==> src/rtl/hyperloglog_sketch_bank_defines.svh <==
// Assertion helpers; clk_i and rst_ni must exist in the using scope.
`ifndef HYPERLOGLOG_SKETCH_BANK_DEFINES_SVH
`define HYPERLOGLOG_SKETCH_BANK_DEFINES_SVH

`define HLL_ASSERT_SAME(lbl, ante, cons) \
  lbl: assert property (@(posedge clk_i) disable iff (!rst_ni) (ante) |-> (cons)) \
    else $error("hll same-cycle assertion failed");

`define HLL_ASSERT_NEXT(lbl, ante, cons) \
  lbl: assert property (@(posedge clk_i) disable iff (!rst_ni) (ante) |=> (cons)) \
    else $error("hll next-cycle assertion failed");

`endif

==> src/rtl/hll_pkg.sv <==
`default_nettype none

package hll_pkg;

  localparam int unsigned RANK_W    = 6;
  localparam int unsigned FRAC_BITS = 47;
  localparam int unsigned SUM_W     = 64;
  localparam int unsigned ZCNT_W    = 17;

  localparam logic [ZCNT_W-1:0] COUNT_MAX = '1;

  localparam logic CMD_ADD  = 1'b0;
  localparam logic CMD_READ = 1'b1;

  localparam logic [63:0] MIX_C0 = 64'h9E3779B97F4A7C15;
  localparam logic [63:0] MIX_C1 = 64'hBF58476D1CE4E5B9;
  localparam logic [63:0] MIX_C2 = 64'h94D049BB133111EB;

  typedef struct packed {
    logic        cmd;
    logic [4:0]  sketch;
    logic [63:0] key;
  } hll_in_t;

  typedef struct packed {
    logic [SUM_W-1:0]  harmonic_sum;
    logic [ZCNT_W-1:0] zero_count;
  } hll_out_t;

  // byte-wise priority encode: count of leading zeros, 64 when w is zero
  function automatic logic [6:0] lead_zeros(input logic [63:0] w);
    logic [7:0] nz;
    logic [3:0] blz [8];
    logic [7:0] cur;
    logic [6:0] n;
    logic       found;
    for (int b = 0; b < 8; b++) begin
      cur    = w[63-8*b -: 8];
      nz[b]  = |cur;
      blz[b] = 4'd8;
      for (int k = 0; k < 8; k++) begin
        if (cur[k]) begin
          blz[b] = 4'(7 - k);
        end
      end
    end
    n     = 7'd64;
    found = 1'b0;
    for (int b = 0; b < 8; b++) begin
      if (!found && nz[b]) begin
        n     = 7'(8 * b) + 7'(blz[b]);
        found = 1'b1;
      end
    end
    return n;
  endfunction

endpackage

`default_nettype wire

==> src/rtl/hll_mix.sv <==
`default_nettype none

module hll_mix import hll_pkg::*; (
  input  wire         clk_i,
  input  wire         rst_ni,
  input  wire         start_i,
  input  wire  [63:0] key_i,
  output logic        done_o,
  output logic [63:0] hash_o
);

  localparam logic [1:0] H_IDLE = 2'd0;
  localparam logic [1:0] H_PREP = 2'd1;
  localparam logic [1:0] H_MUL  = 2'd2;
  localparam logic [1:0] H_FIN  = 2'd3;

  // partial products of the low 64 bits of a 64x64 product
  localparam logic [1:0] STEP_LL = 2'd0;
  localparam logic [1:0] STEP_LH = 2'd1;
  localparam logic [1:0] STEP_HL = 2'd2;

  logic [1:0]  state_q, state_d;
  logic [1:0]  step_q, step_d;
  logic        pass_q, pass_d;
  logic [63:0] z_q, z_d;
  logic [63:0] mop_q, mop_d;

  logic [63:0] mul_c;
  logic [31:0] mul_a;
  logic [31:0] mul_b;
  logic [63:0] prod;

  assign mul_c = pass_q ? MIX_C2 : MIX_C1;
  assign mul_a = (step_q == STEP_HL) ? mop_q[63:32] : mop_q[31:0];
  assign mul_b = (step_q == STEP_LH) ? mul_c[63:32] : mul_c[31:0];
  assign prod  = {32'd0, mul_a} * {32'd0, mul_b};

  always_comb begin
    state_d = state_q;
    step_d  = step_q;
    pass_d  = pass_q;
    z_d     = z_q;
    mop_d   = mop_q;
    unique case (state_q)
      H_IDLE: begin
        if (start_i) begin
          z_d     = key_i + MIX_C0;
          pass_d  = 1'b0;
          state_d = H_PREP;
        end
      end
      H_PREP: begin
        mop_d   = pass_q ? (z_q ^ (z_q >> 27)) : (z_q ^ (z_q >> 30));
        step_d  = STEP_LL;
        state_d = H_MUL;
      end
      H_MUL: begin
        if (step_q == STEP_LL) begin
          z_d = prod;
        end else begin
          z_d = {z_q[63:32] + prod[31:0], z_q[31:0]};
        end
        if (step_q == STEP_HL) begin
          pass_d  = 1'b1;
          state_d = pass_q ? H_FIN : H_PREP;
        end else begin
          step_d = step_q + 2'd1;
        end
      end
      H_FIN: begin
        state_d = H_IDLE;
      end
    endcase
  end

  always_ff @(posedge clk_i or negedge rst_ni) begin
    if (!rst_ni) begin
      state_q <= H_IDLE;
      step_q  <= STEP_LL;
      pass_q  <= 1'b0;
    end else begin
      state_q <= state_d;
      step_q  <= step_d;
      pass_q  <= pass_d;
    end
  end

  always_ff @(posedge clk_i) begin
    z_q   <= z_d;
    mop_q <= mop_d;
  end

  assign done_o = (state_q == H_FIN);
  assign hash_o = z_q ^ (z_q >> 31);

endmodule

`default_nettype wire

==> config.mk <==
export PLATFORM = sky130hd
export DESIGN_NAME = hll_mix
export DESIGN_NICKNAME = d
export VERILOG_FILES = /design/src/rtl/hyperloglog_sketch_bank_defines.svh /design/src/rtl/hll_pkg.sv /design/src/rtl/hll_mix.sv
export SDC_FILE = /design/constraint.sdc
export NUM_CORES = 2
export LEC_CHECK = 0
export BUFFER_PORTS_ARGS = -buffer_cell sky130_fd_sc_hd__buf_4
export CAP_MARGIN = 30
export CORE_MARGIN = 1.5
export CORE_UTILIZATION = 25
export CTS_BUF_LIST = sky130_fd_sc_hd__clkbuf_16
export DETAILED_ROUTE_END_ITERATION = 6
export PLACE_DENSITY = 0.48
export SKIP_CTS_REPAIR_TIMING = 1
export SLEW_MARGIN = 25
export SYNTH_ARGS = -nofsm -noshare
export SYNTH_HDL_FRONTEND = slang
export SYNTH_SLANG_ARGS = --single-unit
==> constraint.sdc <==
create_clock -name clk_i -period 12.17 [get_ports clk_i]
set_input_delay 1.217 -clock clk_i [delete_from_list [all_inputs] [get_ports clk_i]]
set_output_delay 1.217 -clock clk_i [all_outputs]
set_load 0.03 [all_outputs]
### After elaboration in Yosys (flattened, before gate mapping)

Cells that the tools add are included.

| word-level totals | value |
|---|---|
| register bits | 133 |
| input port bits | 67 |
| logic and storage cells | 47 |

| operators by class | value |
|---|---|
| add/subtract/negate cells | 3 |
| multipliers | 1 |
| equal/unequal tests | 9 |
| muxes and demuxes | 16 |
| bitwise logic cells | 3 |
| reductions and logical operators | 9 |

Operator list:

| kind | number |
|---|---|
| two-way mux 64 bit | 3 |
| case mux 64 bit (2 select lines) | 1 |
| adder 64 bit, second input constant | 1 |
| multiplier 32 x 32 -> 64 bit | 1 |
| two-way mux 32 bit | 2 |
| XOR 64 x 33 -> 64 bit | 1 |
| XOR 64 x 34 -> 64 bit | 1 |
| XOR 64 x 37 -> 64 bit | 1 |
| two-way mux 62 bit | 1 |
| adder 32 bit | 1 |
| two-way mux 2 bit | 4 |
| inequality test 2 bit, second input constant | 4 |
| case mux 2 bit (4 select lines) | 1 |
| == test 2 bit, second input constant | 3 |
| AND reduction 2 bit | 3 |
| AND reduction 3 bit | 2 |
| == test 2 x 1 -> 1 bit, second input constant | 2 |
| zero test 2 bit | 2 |
| case mux 2 bit (2 select lines) | 1 |
| nonzero test 2 bit | 2 |
| adder 2 x 1 -> 2 bit, second input constant | 1 |
| two-way mux 1 bit | 2 |
| case mux 1 bit (2 select lines) | 1 |

### Depth between registers and ports, before layout

| logic depth | value |
|---|---|
| word-level depth | 6 |
| depth in mapped cells | 42 |
| depth with buffers taken out | 38 |

### Worst setup path before layout

No wires, ideal clock.

| timing path | value |
|---|---|
| path type | register to register |
| start point | register step_q[0] |
| end point | register z_q[63] (data pin) |
| library setup time | 0.180 ns |
| data arrival time | 9.742 ns |
| setup slack | 2.248 ns |
| stages on the path, launching flop included | 40 |
| path buffers | 3 |
| cells stage by stage | dfrtp_1 inv_1 ha_1 clkbuf_1 buf_1 mux2i_1 inv_1 nand2_1 or2_2 o21ai_0 fa_1 fa_1 fa_1 inv_1 fa_1 inv_1 fa_1 inv_1 [... 4 more ...] ha_1 clkbuf_1 a21oi_1 o21ai_0 a2111oi_0 a21oi_1 a211oi_1 xnor2_1 ha_1 a21oi_1 nand2b_1 a21boi_0 o21ai_0 nand2b_1 a21oi_1 o21ai_0 xor2_1 a221oi_1 |

| on the way | value |
|---|---|
| longest elaborated chain between the ends | 6 |

Ends and longest elaborated chain:

| element | RTL line | RTL |
|---|---|---|
| start: declaration | hll_mix.sv:23 | `logic [1:0] step_q, step_d;` |
| start signal: assignment | hll_mix.sv:83 | `step_q <= step_d;` |
| == test 2 bit or == test 2 x 1 -> 1 bit (tied branches) | hll_mix.sv:34, hll_mix.sv:35 |  |
| two-way mux 32 bit, on equally long branches | hll_mix.sv:34, hll_mix.sv:35 |  |
| multiplier 32 x 32 -> 64 bit | hll_mix.sv:36 | `assign prod = {32'd0, mul_a} * {32'd0, mul_b};` |
| adder 32 bit | hll_mix.sv:61 | `z_d = {z_q[63:32] + prod[31:0], z_q[31:0]};` |
| two-way mux 64 bit * | hll_mix.sv:58 | `if (step_q == STEP_LL) begin` |
| case mux 64 bit (2 select lines) * | hll_mix.sv:44 | `unique case (state_q)` |
| via z_d[63] | hll_mix.sv:25 | `logic [63:0] z_q, z_d;` |
| end signal: assignment | hll_mix.sv:89 | `z_q <= z_d;` |
| end: declaration | hll_mix.sv:25 |  |

The timed path passes the listed nets; every way through them passes the cells marked *. The select of a mux whose other input is x is not followed.
A chain may end at the register's enable or synchronous reset.

### Worst setup path after layout

Ends and elaborated chain as after synthesis.

==> impl_summary.log <==
[metrics] outcome: completed
[metrics] number of distinct library cells after synthesis: 89
[metrics] biggest area contributors in the synthesized netlist: sky130_fd_sc_hd__fa_1 43%, sky130_fd_sc_hd__ha_1 12%, sky130_fd_sc_hd__edfxtp_1 10%, sky130_fd_sc_hd__inv_1 9.3%, sky130_fd_sc_hd__nor2_1 3.1%
[metrics] normalized max-slew margin: about a third
[metrics] placeable core area: 0.152 mm^2
[metrics] maximum clock rate: between 80 and 90 MHz
[metrics] hold-critical path depth: 2
[metrics] number of sinks handled by clock tree synthesis: between 100 and 150
[metrics] flops & latches, synth: ~130
[metrics] Endpoint, Worst Hold: step_q[1]
[metrics] number of vias per cell: about 4.6
[metrics] share of flip-flops with an asynchronous set or reset after synthesis: between 3 and 4%
[metrics] worst hold path type: reg2reg
[metrics] first-pass GRT wire length: between 200 and 250 mm
[metrics] dominant register cell in the synthesized netlist: sky130_fd_sc_hd__edfxtp_1
[metrics] final hold violation count: 0
[metrics] all-layer global routing usage: 18.9%
[metrics] Worst setup EP type: flip-flop
[metrics] Crit path required time: ~12 ns
[metrics] detailed-placement wirelength estimate: 131 mm
[metrics] setup skew after layout: 0.0168 ns
[metrics] number of antenna violations at the first check in global routing: 2
[metrics] Yosys Warn Count: 0
[metrics] delay of the slowest cell on the worst path: 0.80 ns
[metrics] effective utilization at floorplan: around 25%
[metrics] most frequent cell on the critical path: sky130_fd_sc_hd__fa_1
[metrics] pin count of the biggest net entering global routing: between 60 and 70
[metrics] clock buffer count from CTS: 17
[metrics] first-iteration detailed-routing DRC count: 2331
[metrics] source-to-sink clock delay at the later pin of the worst-skew pair: about 0.44 ns
[metrics] CTS tree: done
[metrics] reg2reg path depth: 35
[metrics] Routed Wire Length: approximately 150 mm
[metrics] post-synthesis cell count: ~4000
[metrics] WL/cell: ~24 um
[metrics] CP Depth: 35
[metrics] sort of element at the start of the critical path: flip-flop
[metrics] data arrival at the endpoint of the critical path: 11.71 ns
[metrics] clk buf depth: 2
[metrics] number of enable-type register cells in the synthesized netlist: 128
[metrics] max-cap check violation count: 0
[metrics] min cycle time layout: 11.46 ns
[metrics] Clock Pin Slew Worst Setup and Hold Paths: approximately 0.07 ns
[metrics] post-synthesis cell type with the largest combined area: sky130_fd_sc_hd__fa_1
[metrics] Root Buffer Master: sky130_fd_sc_hd__clkbuf_16
[metrics] die area: between 0.15 and 0.2 mm^2
[metrics] PnR worst setup slack: around 0.71 ns
[metrics] worst reg2reg startpoint: step_q[0]
[metrics] net count after synthesis: 5218
[metrics] I/O pin count: ~130
[metrics] count of port buffers added during placement: 131
[metrics] maximum level of the CTS H-tree: 4
[metrics] pre-CTS worst setup slack: 0.831 ns
[metrics] CP max-delay cell: sky130_fd_sc_hd__o21ai_0
[metrics] Post-Synthesis Mean Instance Area: 9.72 um^2
[metrics] R2R Setup Slk: between 0.7 and 0.8 ns
[metrics] critical path fanouts, max: 18
[metrics] Die Span Y: 395 um
[metrics] Fin Setup TNS: 0 ns
[metrics] Finish-stage setup viols: 0
[metrics] Remaining Overflow, GRT: 0
[metrics] CP delay by family, top: adder cells
[metrics] period utilization: around 94%
[metrics] Antenna Diode Count: 0
[metrics] area fraction of the dominant cell type after synthesis: 42.8%
[metrics] number of global-route vias before repair: about 30000
[metrics] fraction of layout cells with a size suffix above 1: between 6 and 7%
[metrics] mapped cell area: ~0.038 mm^2
[metrics] start point of the worst min-delay path: step_q[1]
[metrics] final layout net count: 5279
[metrics] worst setup path class: reg2reg
[metrics] DRC Markers: 0
[metrics] measured slew at the worst slew-check pin: 1.00 ns
[metrics] fin. max-slew vios: 0
[metrics] horizontal die dimension: between 300 and 400 um
[metrics] P&R area growth vs syn: 10.2%
[metrics] routability-driven placement congestion ratio: 0.964
[metrics] cell area after layout: 0.0424 mm^2
[metrics] count of TritonRoute iterations in the first routing pass: 5
[metrics] sequential cell area fraction in the yosys report: 10.3%
[metrics] number of nets still failing antenna checks after routing: 0
[metrics] std cell rows: around 140
[metrics] total number of vias: about 28000
[metrics] RSZ-0062 raised after global routing: no
[metrics] buffer and inverter count on the worst path: 5
[metrics] critical register-to-register path endpoint: z_q[63]
[metrics] area after detailed placement: between 0.04 and 0.05 mm^2
-- Yosys cell counts, types with 12 or more instances --
library cell and n:
sky130_fd_sc_hd__mux2i_1 56, sky130_fd_sc_hd__nor2b_1 13, sky130_fd_sc_hd__buf_1 12, sky130_fd_sc_hd__a21o_1 52, sky130_fd_sc_hd__xor2_1 90, sky130_fd_sc_hd__nand4_1 30, sky130_fd_sc_hd__a21oi_1 147, sky130_fd_sc_hd__mux2_2 16
sky130_fd_sc_hd__nand2b_1 46, sky130_fd_sc_hd__o21ai_0 114, sky130_fd_sc_hd__o21bai_1 22, sky130_fd_sc_hd__nor3_1 14, sky130_fd_sc_hd__nand3_1 22, sky130_fd_sc_hd__and2_1 17, sky130_fd_sc_hd__o22ai_1 18, sky130_fd_sc_hd__ha_1 369
sky130_fd_sc_hd__fa_1 823, sky130_fd_sc_hd__edfxtp_1 128, sky130_fd_sc_hd__clkbuf_1 97, sky130_fd_sc_hd__xnor2_1 128, sky130_fd_sc_hd__buf_4 31, sky130_fd_sc_hd__inv_1 953, sky130_fd_sc_hd__nor2_1 313, sky130_fd_sc_hd__nand2_1 237
sky130_fd_sc_hd__a211oi_1 29, sky130_fd_sc_hd__a31oi_1 15
-- worst min-delay path: cells and delay by family, from the launching register on --
family	cells	cell delay, ns
AOI/OAI and AO/OA	1	0.08
DFF	1	0.39
and+or+nand+nor	1	0.06
-- metal layers --
layer | global-route usage [%] | share of wire, %
met1 | 25.6 | 43
met2 | 30.2 | 46
met3 | 2.98 | 6.6
met4 | 7.31 | 4.5
met5 | 0 | 0
-- how the worst max path moves through the flow --
stage | start | endpoint | slack [ns]
floorplan | step_q[0] | z_q[63] | 2.25
global placement | step_q[0] | z_q[63] | 0.63
detailed placement | step_q[0] | z_q[61] | 0.83
CTS | step_q[0] | z_q[63] | 0.81
global route | step_q[0] | z_q[63] | 0.22
finish | step_q[0] | z_q[63] | 0.71
-- metrics by stage --
| stage | utilization, % | cells | hold WS, ns |
|---|---|---|---|
| 6_report | 27.8 | 6062 | 0.565 |
| 5_1_grt | 27.8 | 6062 | 0.586 |
| 4_1_cts | 27.8 | 6062 | 0.558 |
| 3_5_place_dp | 27.4 | 6031 | 0.544 |
| 3_3_place_gp | 27.4 | 6031 | 0.523 |
| 2_1_floorplan | - | 3959 | 0.496 |
-- cells by family (layout without fill, tap and decap cells) --
family	Yosys count	in the layout	share of synthesized area (%)
adders and majority gates	1192	1192	54.8
buffers and inverters	1096	1169	11.0
and+or+nand+nor	751	751	8.68
AOI/OAI and AO/OA	496	496	8.28
xor gates and xnor gates	219	219	5.02
DFF	133	133	10.3
muxes	72	72	1.92
-- cell type report --
cell class | count | area, um^2
clock buffer | 17 | 425
tap | 2030 | 2540
timing repair buffer | 182 | 1380
fill | 16400 | 110000
sequential | 133 | 3970
clock inverter | 14 | 153
multi-input combinational | 2730 | 30400
inverter | 956 | 3590
-- registers in the layout, summed over array words and instances, names as in the netlist --
signal and cells:
mop_q 64, pass_q 1, state_q 2, step_q 2, z_q 64
-- layout by cell type, fill, tap and decap left out, types with 5 or more instances in the layout --
| master | instances |
|---|---|
| sky130_fd_sc_hd__o21ai_0 | 114 |
| sky130_fd_sc_hd__xor2_1 | 89 |
| sky130_fd_sc_hd__a31oi_1 | 15 |
| sky130_fd_sc_hd__o21a_1 | 11 |
| sky130_fd_sc_hd__nand2_1 | 237 |
| sky130_fd_sc_hd__a21boi_0 | 7 |
| sky130_fd_sc_hd__nor4_1 | 10 |
| sky130_fd_sc_hd__and2_1 | 17 |
| sky130_fd_sc_hd__or3_1 | 7 |
| sky130_fd_sc_hd__ha_1 | 366 |
| sky130_fd_sc_hd__or2_2 | 10 |
| sky130_fd_sc_hd__and3_1 | 11 |
| sky130_fd_sc_hd__clkbuf_16 | 17 |
| sky130_fd_sc_hd__nand4_1 | 30 |
| sky130_fd_sc_hd__edfxtp_1 | 128 |
| sky130_fd_sc_hd__fa_1 | 823 |
| sky130_fd_sc_hd__nor2_1 | 311 |
| sky130_fd_sc_hd__o21bai_1 | 22 |
| sky130_fd_sc_hd__o211ai_1 | 5 |
| sky130_fd_sc_hd__a211oi_1 | 29 |
| sky130_fd_sc_hd__nand2b_1 | 46 |
| sky130_fd_sc_hd__xnor2_1 | 128 |
| sky130_fd_sc_hd__a21o_1 | 52 |
| sky130_fd_sc_hd__inv_1 | 954 |
| sky130_fd_sc_hd__a21oi_1 | 145 |
| sky130_fd_sc_hd__mux2_2 | 16 |
| sky130_fd_sc_hd__nor3_1 | 14 |
| sky130_fd_sc_hd__mux2i_1 | 55 |
| sky130_fd_sc_hd__nor2b_1 | 13 |
| sky130_fd_sc_hd__o21ai_1 | 8 |
| sky130_fd_sc_hd__o22ai_1 | 18 |
| sky130_fd_sc_hd__nand3_1 | 22 |
| sky130_fd_sc_hd__buf_4 | 181 |
Power is not shown: default switching activity piles up to over one toggle a cycle in this logic, so the estimate is an artifact.
